File: src/hw/rtl/rtc_millisecond_timestamp_assert.svh
// assertion macros for the millisecond timestamp block
`ifndef RTC_MILLISECOND_TIMESTAMP_ASSERT_SVH
`define RTC_MILLISECOND_TIMESTAMP_ASSERT_SVH
`ifndef SYNTHESIS
`define RTC_MS_ASSERT_NOW(LABEL, CLK, RSTN, ANTE, CONS) \
    LABEL: assert property (@(posedge CLK) disable iff (!RSTN) (ANTE) |-> (CONS)) \
        else $error("rtc_ms: same-cycle check failed");
`define RTC_MS_ASSERT_NEXT(LABEL, CLK, RSTN, ANTE, CONS) \
    LABEL: assert property (@(posedge CLK) disable iff (!RSTN) (ANTE) |=> (CONS)) \
        else $error("rtc_ms: next-cycle check failed");
`else
`define RTC_MS_ASSERT_NOW(LABEL, CLK, RSTN, ANTE, CONS)
`define RTC_MS_ASSERT_NEXT(LABEL, CLK, RSTN, ANTE, CONS)
`endif
`endif

File: src/hw/rtl/rtc_ms_pkg.sv
`timescale 1ns / 1ps
`default_nettype none

package rtc_ms_pkg;

    localparam int MS_W          = 32;
    localparam int KIND_W        = 2;
    localparam int PRESCALE_BITS = 15;
    localparam int MS_PER_SEC    = 1000;

    // remainder of a division by 1000 fits in 10 bits
    localparam int REM_W = 10;

    // floor(x / 1000) == (x * DIV_MAGIC) >> DIV_SHIFT for any 32-bit x
    localparam int                     DIV_MAGIC_W = 29;
    localparam logic [DIV_MAGIC_W-1:0] DIV_MAGIC   = 29'd274877907;
    localparam int                     DIV_SHIFT   = 38;
    localparam int                     QUO_W       = MS_W + DIV_MAGIC_W - DIV_SHIFT;

    localparam logic [MS_W-1:0]          ALL_ONES  = {MS_W{1'b1}};
    localparam logic [REM_W-1:0]         REM_STEP  = REM_W'(MS_PER_SEC);
    localparam logic [PRESCALE_BITS-1:0] ACC_STEP  = PRESCALE_BITS'(MS_PER_SEC);

    localparam logic [KIND_W-1:0] KIND_TICK  = 2'd0;
    localparam logic [KIND_W-1:0] KIND_SET   = 2'd1;
    localparam logic [KIND_W-1:0] KIND_READ  = 2'd2;
    localparam logic [KIND_W-1:0] KIND_CLEAR = 2'd3;

    typedef struct packed {
        logic              valid;
        logic [KIND_W-1:0] kind;
        logic [MS_W-1:0]   ms;
    } rtc_ms_item_t;

    typedef struct packed {
        logic              adv;
        logic              exec_valid;
        logic [KIND_W-1:0] exec_kind;
        logic [MS_W-1:0]   now_ms;
        logic [MS_W-1:0]   last_ms;
    } rtc_ms_status_t;

endpackage

`default_nettype wire

File: src/hw/rtl/rtc_ms_req_if.sv
`timescale 1ns / 1ps
`default_nettype none

interface rtc_ms_req_if;
    logic                          valid;
    logic                          ready;
    logic [rtc_ms_pkg::KIND_W-1:0] kind;
    logic [rtc_ms_pkg::MS_W-1:0]   set_ms;

    modport source (output valid, output kind, output set_ms, input ready);
    modport sink   (input valid, input kind, input set_ms, output ready);
endinterface

`default_nettype wire

File: src/hw/rtl/rtc_ms_rsp_if.sv
`timescale 1ns / 1ps
`default_nettype none

interface rtc_ms_rsp_if;
    logic                        valid;
    logic                        ready;
    logic [rtc_ms_pkg::MS_W-1:0] timestamp_ms;

    modport source (output valid, output timestamp_ms, input ready);
    modport sink   (input valid, input timestamp_ms, output ready);
endinterface

`default_nettype wire

File: src/hw/rtl/rtc_ms_conv.sv
`timescale 1ns / 1ps
`default_nettype none

module rtc_ms_conv (
    input  wire logic                                  clk,
    input  wire logic                                  rst_n,
    input  wire logic                                  adv,
    rtc_ms_req_if.sink                                 req,
    output rtc_ms_pkg::rtc_ms_item_t                   exec_item,
    output logic [rtc_ms_pkg::PRESCALE_BITS-1:0]       prescale_pos
);

    localparam int PB     = rtc_ms_pkg::PRESCALE_BITS;
    localparam int MW     = rtc_ms_pkg::MS_W;
    localparam int RW     = rtc_ms_pkg::REM_W;
    localparam int KW     = rtc_ms_pkg::DIV_MAGIC_W;
    localparam int QW     = rtc_ms_pkg::QUO_W;
    localparam int XW     = RW + PB;

    rtc_ms_pkg::rtc_ms_item_t s0_reg, s1_reg, s2_reg, s3_reg;
    rtc_ms_pkg::rtc_ms_item_t s0_next;

    logic [QW-1:0] q_reg, q_next;
    logic [RW-1:0] rem_reg, rem_next;
    logic [PB-1:0] pos_reg, pos_next;

    logic [MW+KW-1:0] quo_prod;
    logic [RW-1:0]    q_low_k;
    logic [XW-1:0]    scaled_rem;
    logic [XW+KW-1:0] pos_prod;

    assign req.ready = adv;

    assign s0_next.valid = req.valid;
    assign s0_next.kind  = req.kind;
    assign s0_next.ms    = req.set_ms;

    // seconds = set_ms / 1000
    assign quo_prod = {{KW{1'b0}}, s0_reg.ms} * {{MW{1'b0}}, rtc_ms_pkg::DIV_MAGIC};
    assign q_next   = quo_prod[rtc_ms_pkg::DIV_SHIFT +: QW];

    // remainder needs only the low bits
    assign q_low_k  = q_reg[RW-1:0] * rtc_ms_pkg::REM_STEP;
    assign rem_next = s1_reg.ms[RW-1:0] - q_low_k;

    // prescaler position = floor(rem * 2^PB / 1000)
    assign scaled_rem = {rem_reg, {PB{1'b0}}};
    assign pos_prod   = {{KW{1'b0}}, scaled_rem} * {{XW{1'b0}}, rtc_ms_pkg::DIV_MAGIC};
    assign pos_next   = pos_prod[rtc_ms_pkg::DIV_SHIFT +: PB];

    always_ff @(posedge clk or negedge rst_n)
    begin
        if (!rst_n)
        begin
            s0_reg <= '0;
            s1_reg <= '0;
            s2_reg <= '0;
            s3_reg <= '0;
        end
        else if (adv)
        begin
            s0_reg <= s0_next;
            s1_reg <= s0_reg;
            s2_reg <= s1_reg;
            s3_reg <= s2_reg;
        end
    end

    always_ff @(posedge clk)
    begin
        if (adv)
        begin
            q_reg   <= q_next;
            rem_reg <= rem_next;
            pos_reg <= pos_next;
        end
    end

    assign exec_item    = s3_reg;
    assign prescale_pos = pos_reg;

endmodule

`default_nettype wire

File: src/hw/rtl/rtc_ms_core.sv
`timescale 1ns / 1ps
`default_nettype none

module rtc_ms_core (
    input  wire logic                                  clk,
    input  wire logic                                  rst_n,
    input  wire logic                                  adv,
    input  wire rtc_ms_pkg::rtc_ms_item_t              exec_item,
    input  wire logic [rtc_ms_pkg::PRESCALE_BITS-1:0]  prescale_pos,
    rtc_ms_rsp_if.source                               rsp,
    output rtc_ms_pkg::rtc_ms_status_t                 status
);

    localparam int PB = rtc_ms_pkg::PRESCALE_BITS;
    localparam int MW = rtc_ms_pkg::MS_W;

    // now_ms tracks seconds*1000 + floor(prescaler*1000/2^PB)
    // acc holds prescaler*1000 mod 2^PB, its carry moves now_ms
    logic [MW-1:0] now_reg, now_next;
    logic [PB-1:0] acc_reg, acc_next;
    logic [MW-1:0] last_reg, last_next;
    logic          rv_reg, rv_next;
    logic [MW-1:0] data_reg, data_next;

    logic [PB:0]   tick_sum;
    logic [PB-1:0] set_acc;
    logic          set_frac_low;
    logic [MW-1:0] read_ms;

    assign tick_sum = {1'b0, acc_reg} + {1'b0, rtc_ms_pkg::ACC_STEP};
    assign set_acc  = prescale_pos * rtc_ms_pkg::ACC_STEP;
    // a nonzero acc after a set leaves now_ms one below set_ms
    assign set_frac_low = (set_acc != '0);
    assign read_ms  = (now_reg < last_reg && last_reg != rtc_ms_pkg::ALL_ONES)
                      ? last_reg : now_reg;

    always_comb
    begin
        now_next  = now_reg;
        acc_next  = acc_reg;
        last_next = last_reg;
        rv_next   = rv_reg;
        data_next = data_reg;
        if (adv)
        begin
            rv_next = 1'b0;
            if (exec_item.valid)
            begin
                case (exec_item.kind)
                    rtc_ms_pkg::KIND_TICK:
                    begin
                        acc_next = tick_sum[PB-1:0];
                        now_next = now_reg + {{(MW-1){1'b0}}, tick_sum[PB]};
                    end
                    rtc_ms_pkg::KIND_SET:
                    begin
                        now_next  = exec_item.ms - {{(MW-1){1'b0}}, set_frac_low};
                        acc_next  = set_acc;
                        last_next = exec_item.ms;
                    end
                    rtc_ms_pkg::KIND_READ:
                    begin
                        last_next = read_ms;
                        rv_next   = 1'b1;
                        data_next = read_ms;
                    end
                    rtc_ms_pkg::KIND_CLEAR:
                    begin
                        now_next  = '0;
                        acc_next  = '0;
                        last_next = '0;
                    end
                    default:
                    begin
                        now_next = now_reg;
                    end
                endcase
            end
        end
    end

    always_ff @(posedge clk or negedge rst_n)
    begin
        if (!rst_n)
        begin
            now_reg  <= '0;
            acc_reg  <= '0;
            last_reg <= '0;
            rv_reg   <= 1'b0;
        end
        else
        begin
            now_reg  <= now_next;
            acc_reg  <= acc_next;
            last_reg <= last_next;
            rv_reg   <= rv_next;
        end
    end

    always_ff @(posedge clk)
    begin
        data_reg <= data_next;
    end

    assign rsp.valid        = rv_reg;
    assign rsp.timestamp_ms = data_reg;

    assign status.adv        = adv;
    assign status.exec_valid = exec_item.valid;
    assign status.exec_kind  = exec_item.kind;
    assign status.now_ms     = now_reg;
    assign status.last_ms    = last_reg;

endmodule

`default_nettype wire

File: src/hw/rtl/rtc_millisecond_timestamp.sv
// Millisecond real-time clock. Each req transaction is a tick of the 2^15 Hz
// oscillator, a set of the time in milliseconds, a read or a clear; only a
// read gives a rsp transaction, whose timestamp never goes backwards unless
// the clock is set or cleared, or the last reported value was all ones. One
// transaction is taken every cycle unless the pipeline holds (see below): a
// set passes through three multiply stages (seconds, remainder, prescaler
// position) before it reaches the counters, and every kind follows the same
// path so order is kept. req.ready is low only while a result waits in the
// output register and rsp.ready is low; then the whole pipeline holds.
`timescale 1ns / 1ps
`default_nettype none

`include "rtc_millisecond_timestamp_assert.svh"

module rtc_millisecond_timestamp (
    input  wire logic    clk,
    input  wire logic    rst_n,
    rtc_ms_req_if.sink   req,
    rtc_ms_rsp_if.source rsp
);

    logic                                   adv;
    rtc_ms_pkg::rtc_ms_item_t               exec_item;
    logic [rtc_ms_pkg::PRESCALE_BITS-1:0]   prescale_pos;
    rtc_ms_pkg::rtc_ms_status_t             status;

    logic                                   read_fires;
    logic                                   tick_fires;
    logic                                   rsp_stalled;
    logic                                   rsp_is_last;
    logic [rtc_ms_pkg::MS_W-1:0]            now_ms;

    assign adv = !(rsp.valid && !rsp.ready);

    rtc_ms_conv u_conv (
        .clk          (clk),
        .rst_n        (rst_n),
        .adv          (adv),
        .req          (req),
        .exec_item    (exec_item),
        .prescale_pos (prescale_pos)
    );

    rtc_ms_core u_core (
        .clk          (clk),
        .rst_n        (rst_n),
        .adv          (adv),
        .exec_item    (exec_item),
        .prescale_pos (prescale_pos),
        .rsp          (rsp),
        .status       (status)
    );

    assign read_fires  = status.adv && status.exec_valid
                         && status.exec_kind == rtc_ms_pkg::KIND_READ;
    assign tick_fires  = status.adv && status.exec_valid
                         && status.exec_kind == rtc_ms_pkg::KIND_TICK;
    assign rsp_stalled = rsp.valid && !rsp.ready;
    assign rsp_is_last = rsp.valid && rsp.timestamp_ms == status.last_ms;
    assign now_ms      = status.now_ms;

    `RTC_MS_ASSERT_NEXT(a_read_matches_last, clk, rst_n, read_fires, rsp_is_last)
    `RTC_MS_ASSERT_NOW(a_stall_only_on_backpressure, clk, rst_n, !req.ready, rsp_stalled)
    `RTC_MS_ASSERT_NEXT(a_tick_step_small, clk, rst_n, tick_fires, now_ms - $past(now_ms) <= 32'd1)

endmodule

`default_nettype wire

File: src/flat_wrapper.sv
// flat-port wrapper written by rule: the top's interface ports become plain ports
module rtc_millisecond_timestamp_flat 
  (clk, rst_n, req_valid, req_kind, req_set_ms, req_ready, rsp_valid, rsp_timestamp_ms, rsp_ready);
  rtc_ms_req_if req_i ();
  rtc_ms_rsp_if rsp_i ();
  input  wire logic clk;
  input  wire logic rst_n;
  input wire logic [$bits(req_i.valid)-1:0] req_valid;
  input wire logic [$bits(req_i.kind)-1:0] req_kind;
  input wire logic [$bits(req_i.set_ms)-1:0] req_set_ms;
  output wire logic [$bits(req_i.ready)-1:0] req_ready;
  output wire logic [$bits(rsp_i.valid)-1:0] rsp_valid;
  output wire logic [$bits(rsp_i.timestamp_ms)-1:0] rsp_timestamp_ms;
  input wire logic [$bits(rsp_i.ready)-1:0] rsp_ready;
  assign req_i.valid = req_valid;
  assign req_i.kind = req_kind;
  assign req_i.set_ms = req_set_ms;
  assign req_ready = req_i.ready;
  assign rsp_valid = rsp_i.valid;
  assign rsp_timestamp_ms = rsp_i.timestamp_ms;
  assign rsp_i.ready = rsp_ready;
  rtc_millisecond_timestamp u_core (.clk(clk), .rst_n(rst_n), .req(req_i), .rsp(rsp_i));
endmodule
File: config.mk
export PLATFORM = sky130hd
export DESIGN_NAME = rtc_millisecond_timestamp_flat
export DESIGN_NICKNAME = d
export VERILOG_FILES = /design/src/hw/rtl/rtc_ms_pkg.sv /design/src/hw/rtl/rtc_ms_req_if.sv /design/src/hw/rtl/rtc_ms_rsp_if.sv /design/src/hw/rtl/rtc_ms_conv.sv /design/src/hw/rtl/rtc_ms_core.sv /design/src/hw/rtl/rtc_millisecond_timestamp.sv /design/src/flat_wrapper.sv
export VERILOG_INCLUDE_DIRS = /design/src /design/src/hw/rtl
export SDC_FILE = /design/constraint.sdc
export NUM_CORES = 2
export LEC_CHECK = 0
export BUFFER_PORTS_ARGS = -buffer_cell sky130_fd_sc_hd__clkbuf_2
export CORE_UTILIZATION = 30
export CTS_BUF_LIST = sky130_fd_sc_hd__clkbuf_16
export CTS_CLUSTER_DIAMETER = 60
export DETAILED_ROUTE_END_ITERATION = 8
export GPL_TIMING_DRIVEN = 0
export PLACE_DENSITY_LB_ADDON = 0.2
export SLEW_MARGIN = 20
export SYNTH_ARGS = -nofsm -noshare
export SYNTH_HDL_FRONTEND = slang
export SYNTH_SLANG_ARGS = --single-unit
File: constraint.sdc
create_clock -name clk -period 14.5 [get_ports clk]
set_input_delay 1.45 -clock clk [delete_from_list [all_inputs] [get_ports clk]]
set_output_delay 1.45 -clock clk [all_outputs]
set_load 0.02 [all_outputs]
==> summary.md <==
| Metric | Value |
|---|---|
| Gr ovfl total | `0` |
| DP HPWL | `66600 µm` |
| Top post-synthesis cells by count | `703 x inv_1, 483 x ha_1, 363 x fa_1` |
| Post-Route WL | `approximately 82000 µm` |
| Die footprint | `between 100000 and 150000 µm²` |
| Post-synth ARST share | `0.781` |
| Crit path kind | `reg -> reg` |
| Seq cells post-synth | `278` |
| Startpoint Class | `register` |
| Hold Path Class | `reg -> reg` |
| Share of cells above drive strength 1 | `0.0873` |
| Clock Path Buffers | `3` |
| Fin nets | `3909` |
| Fin. max-slew vios | `0` |
| Fill cell count | `10231` |
| Reg2reg setup slack | `6.19 ns` |
| GRT Overall Usage | `0.168` |
| Critical Path AT | `8.65 ns` |
| Post-CTS Hold Fix Bufs | `0` |
| Crit Reg-Reg Endpoint | `u_core.u_conv.q_reg[5]` |
| Clock Latency Late Sink | `0.61 ns` |
| Final instance area | `33600 µm²` |
| Number of clock buffers inserted by TritonCTS | `42` |
| Largest area contributor in the netlist | `fa_1` |
| Diodes inserted | `0` |
| Post-route ant nets | `0` |
| Clock edge transition at the registers on the reported setup and hold paths | `0.06 ns` |
| Setup TNS | `0 ns` |
| Status | `completed` |
| Iter 0 DRT Violations | `just under 1000` |
| Flip-flop and latch area | `7260 µm²` |
| Max-cap viol count | `0` |
| Worst path max stage delay | `1.03 ns` |
| CTS tree | `done` |
| Final hold violations | `0` |
| Core area | `99000 µm²` |
| Worst Max-Slew Pin Slew | `roughly 1.1 ns` |
| Post-CTS resize count | `0` |
| Worst EP required | `14.84 ns` |
| Area of the multi-input gates | `20000 µm²` |
| Crit-path most repeated cell | `fa_1` |
| Peak fanout along the critical path | `13` |
| RSZ-0062 raised after global routing | `false` |
| Synth area leaders | `fa_1 24%, ha_1 20%, dfrtp_1 18%` |
| Die Y | `319 µm` |
| Final Cycle Share | `0.573` |
| Post-synth EDFFs | `61` |
| Antenna violations before repair | `3` |
| Crit-path cells | `ha_1 > fa_1 > fa_1 > inv_1 > fa_1 > inv_1 > fa_1 > fa_1 > fa_1 > inv_1 > fa_1 > inv_1 > ha_1 > a21o_1 > a21o_1 > a2111oi_2 > o311ai_1 > a311oi_1 > a211oi_2 > o211a_1 > a311o_1` |
| Residual DRC count | `0` |
| Gpl congestion | `0.854` |
| Setup violations, final | `0` |
| Worst Min Path Start | `u_core.u_conv.s2_reg[1]` |
| Area growth syn-to-layout | `11.4%` |
| Hold Path Sink | `u_core.u_conv.exec_item[1]` |
| Syn Nets | `3790` |
| Vias in the first global route | `roughly 22000` |
| Max Freq | `0.120 GHz` |
| Synth top area share | `0.241` |
| Vias/cell | `4.69` |
| Max_slew headroom | `0.275` |
| Syn Inst Count | `2906` |
| IO Port Bufs | `71` |
| Slowest-stage cell, CP | `dfrtp_1` |
| Drt wl/cell | `19.0 µm` |
| Most frequent cell after synthesis | `inv_1` |
| Post-Place Cell Area | `32300 µm²` |
| Sequential cell area fraction in the yosys report | `0.241` |
| First-pass GRT wire length | `around 130000 µm` |
| Chip width | `319 µm` |
| First-pass iteration count of the detailed router | `5` |
| Setup Skew | `0.0509 ns` |
| Post-CTS Setup Bufs | `0` |
| Vias | `just over 20000` |
| Worst hold margin | `0.484 ns` |
| Synthesized area | `30200 µm²` |
| Ys Warns | `0` |
| Critical path capture point type | `register` |
| Max H-tree Level | `2` |
| Synth unique cells | `68` |
| Rows | `115` |
| Total clock sinks | `between 200 and 300` |
| CTS root buf | `clkbuf_16` |
| Pin count of the biggest net entering global routing | `between 70 and 80` |
| Worst flop-to-flop path startpoint | `u_core.u_conv.s0_reg[10]` |
| I/O pin total | `72` |
| Hold Crit Depth | `2` |
| Initial Util | `0.305` |
| Final critical-path required period | `8.31 ns` |
| Reg2reg path depth | `21` |
| Synth Flop Type | `dfrtp_1` |
| Avg Cell Area, Syn | `between 10 and 15 µm²` |
how the worst max path moves through the flow:
| stage | slack (ns) | cells past startpoint | start | to |
|---|---|---|---|---|
| CTS | 6.18 | 21 | u_core.u_conv.s0_reg[9] | u_core.u_conv.q_reg[5] |
| floorplan | 7.56 | 21 | u_core.u_conv.s0_reg[10] | u_core.u_conv.q_reg[5] |
| finish | 6.19 | 21 | u_core.u_conv.s0_reg[10] | u_core.u_conv.q_reg[5] |
| global placement | 6.03 | 21 | u_core.u_conv.s0_reg[9] | u_core.u_conv.q_reg[5] |
| global route | 5.88 | 21 | u_core.u_conv.s0_reg[10] | u_core.u_conv.q_reg[5] |
| detailed placement | 6.24 | 21 | u_core.u_conv.s0_reg[9] | u_core.u_conv.q_reg[5] |
placed cells by master (no fill, tap or decap), drive strengths merged, types with 8 or more instances in the layout:
| cell type | Yosys | final |
|---|---|---|
| buf | 7 | 11 |
| a21oi | 97 | 97 |
| nand3 | 20 | 20 |
| ha | 483 | 483 |
| and3 | 14 | 14 |
| inv | 703 | 715 |
| a221o | 35 | 35 |
| dfrtp | 217 | 217 |
| o21ai | 149 | 149 |
| edfxtp | 61 | 61 |
| or3 | 12 | 12 |
| nor4 | 16 | 16 |
| a21o | 32 | 32 |
| a211oi | 10 | 10 |
| nand2 | 125 | 125 |
| a31oi | 12 | 12 |
| mux2 | 113 | 113 |
| xnor2 | 61 | 61 |
| nor2 | 71 | 71 |
| nor3 | 29 | 29 |
| a22oi | 8 | 8 |
| and2 | 40 | 40 |
| clkbuf | 59 | 172 |
| nand2b | 10 | 10 |
| xor2 | 33 | 33 |
| clkinv | 1 | 15 |
| fa | 363 | 363 |
| nand4 | 29 | 29 |
metal layers:
metal	wire [µm]	vias up	GRT usage	part of all wire
met2	39200	347	0.282	0.48
met3	2930	87	0.0189	0.036
met1	38900	10171	0.235	0.47
met5	0	-	0	0
met4	1340	0	0.0317	0.016
li1	-	9755	-	-
worst max-delay path, delay by kind of cell, from the launching register on:
family	cells	cell delay [ns]
AO/OA/AOI/OAI	8	2.51
buffers and inverters	4	0.19
flip-flops	1	1.03
adder cells (fa/ha/maj)	9	4.27
cells by family (layout without fill, tap and decap cells):
kind of cell | count (synthesis) | after routing | synth area share
adder cells (fa/ha/maj) | 846 | 846 | 0.441
buffers and inverters | 770 | 921 | 0.0969
AO/OA/AOI/OAI | 403 | 403 | 0.0845
AND/OR/NAND/NOR | 398 | 398 | 0.0658
flip-flops | 278 | 278 | 0.241
multiplexers | 117 | 117 | 0.0435
XOR/XNOR | 94 | 94 | 0.0273
final cells by class:
class / count / area share
plain buffers: 66 / 0.00834
clock buffers: 42 / 0.0313
clock inverters: 34 / 0.00853
inverters: 704 / 0.0787
multi-input cells: 1858 / 0.595
flip-flops and latches: 278 / 0.216
well taps: 1287 / 0.0479
repair buffers: 75 / 0.0139
through the flow:
| stage | utilization | instances | setup slack, ns |
|---|---|---|---|
| finish | 0.339 | 4344 | 6.19 |
| global route | 0.339 | 4344 | 5.88 |
| CTS | 0.339 | 4344 | 6.18 |
| detailed placement | 0.326 | 4268 | 6.24 |
| global placement | 0.325 | 4264 | 6.03 |
| floorplan | - | 2906 | 7.56 |
Power is left out: the tool's default activity adds up to more than one toggle a clock period on the data nets, which glitch-free logic cannot reach.
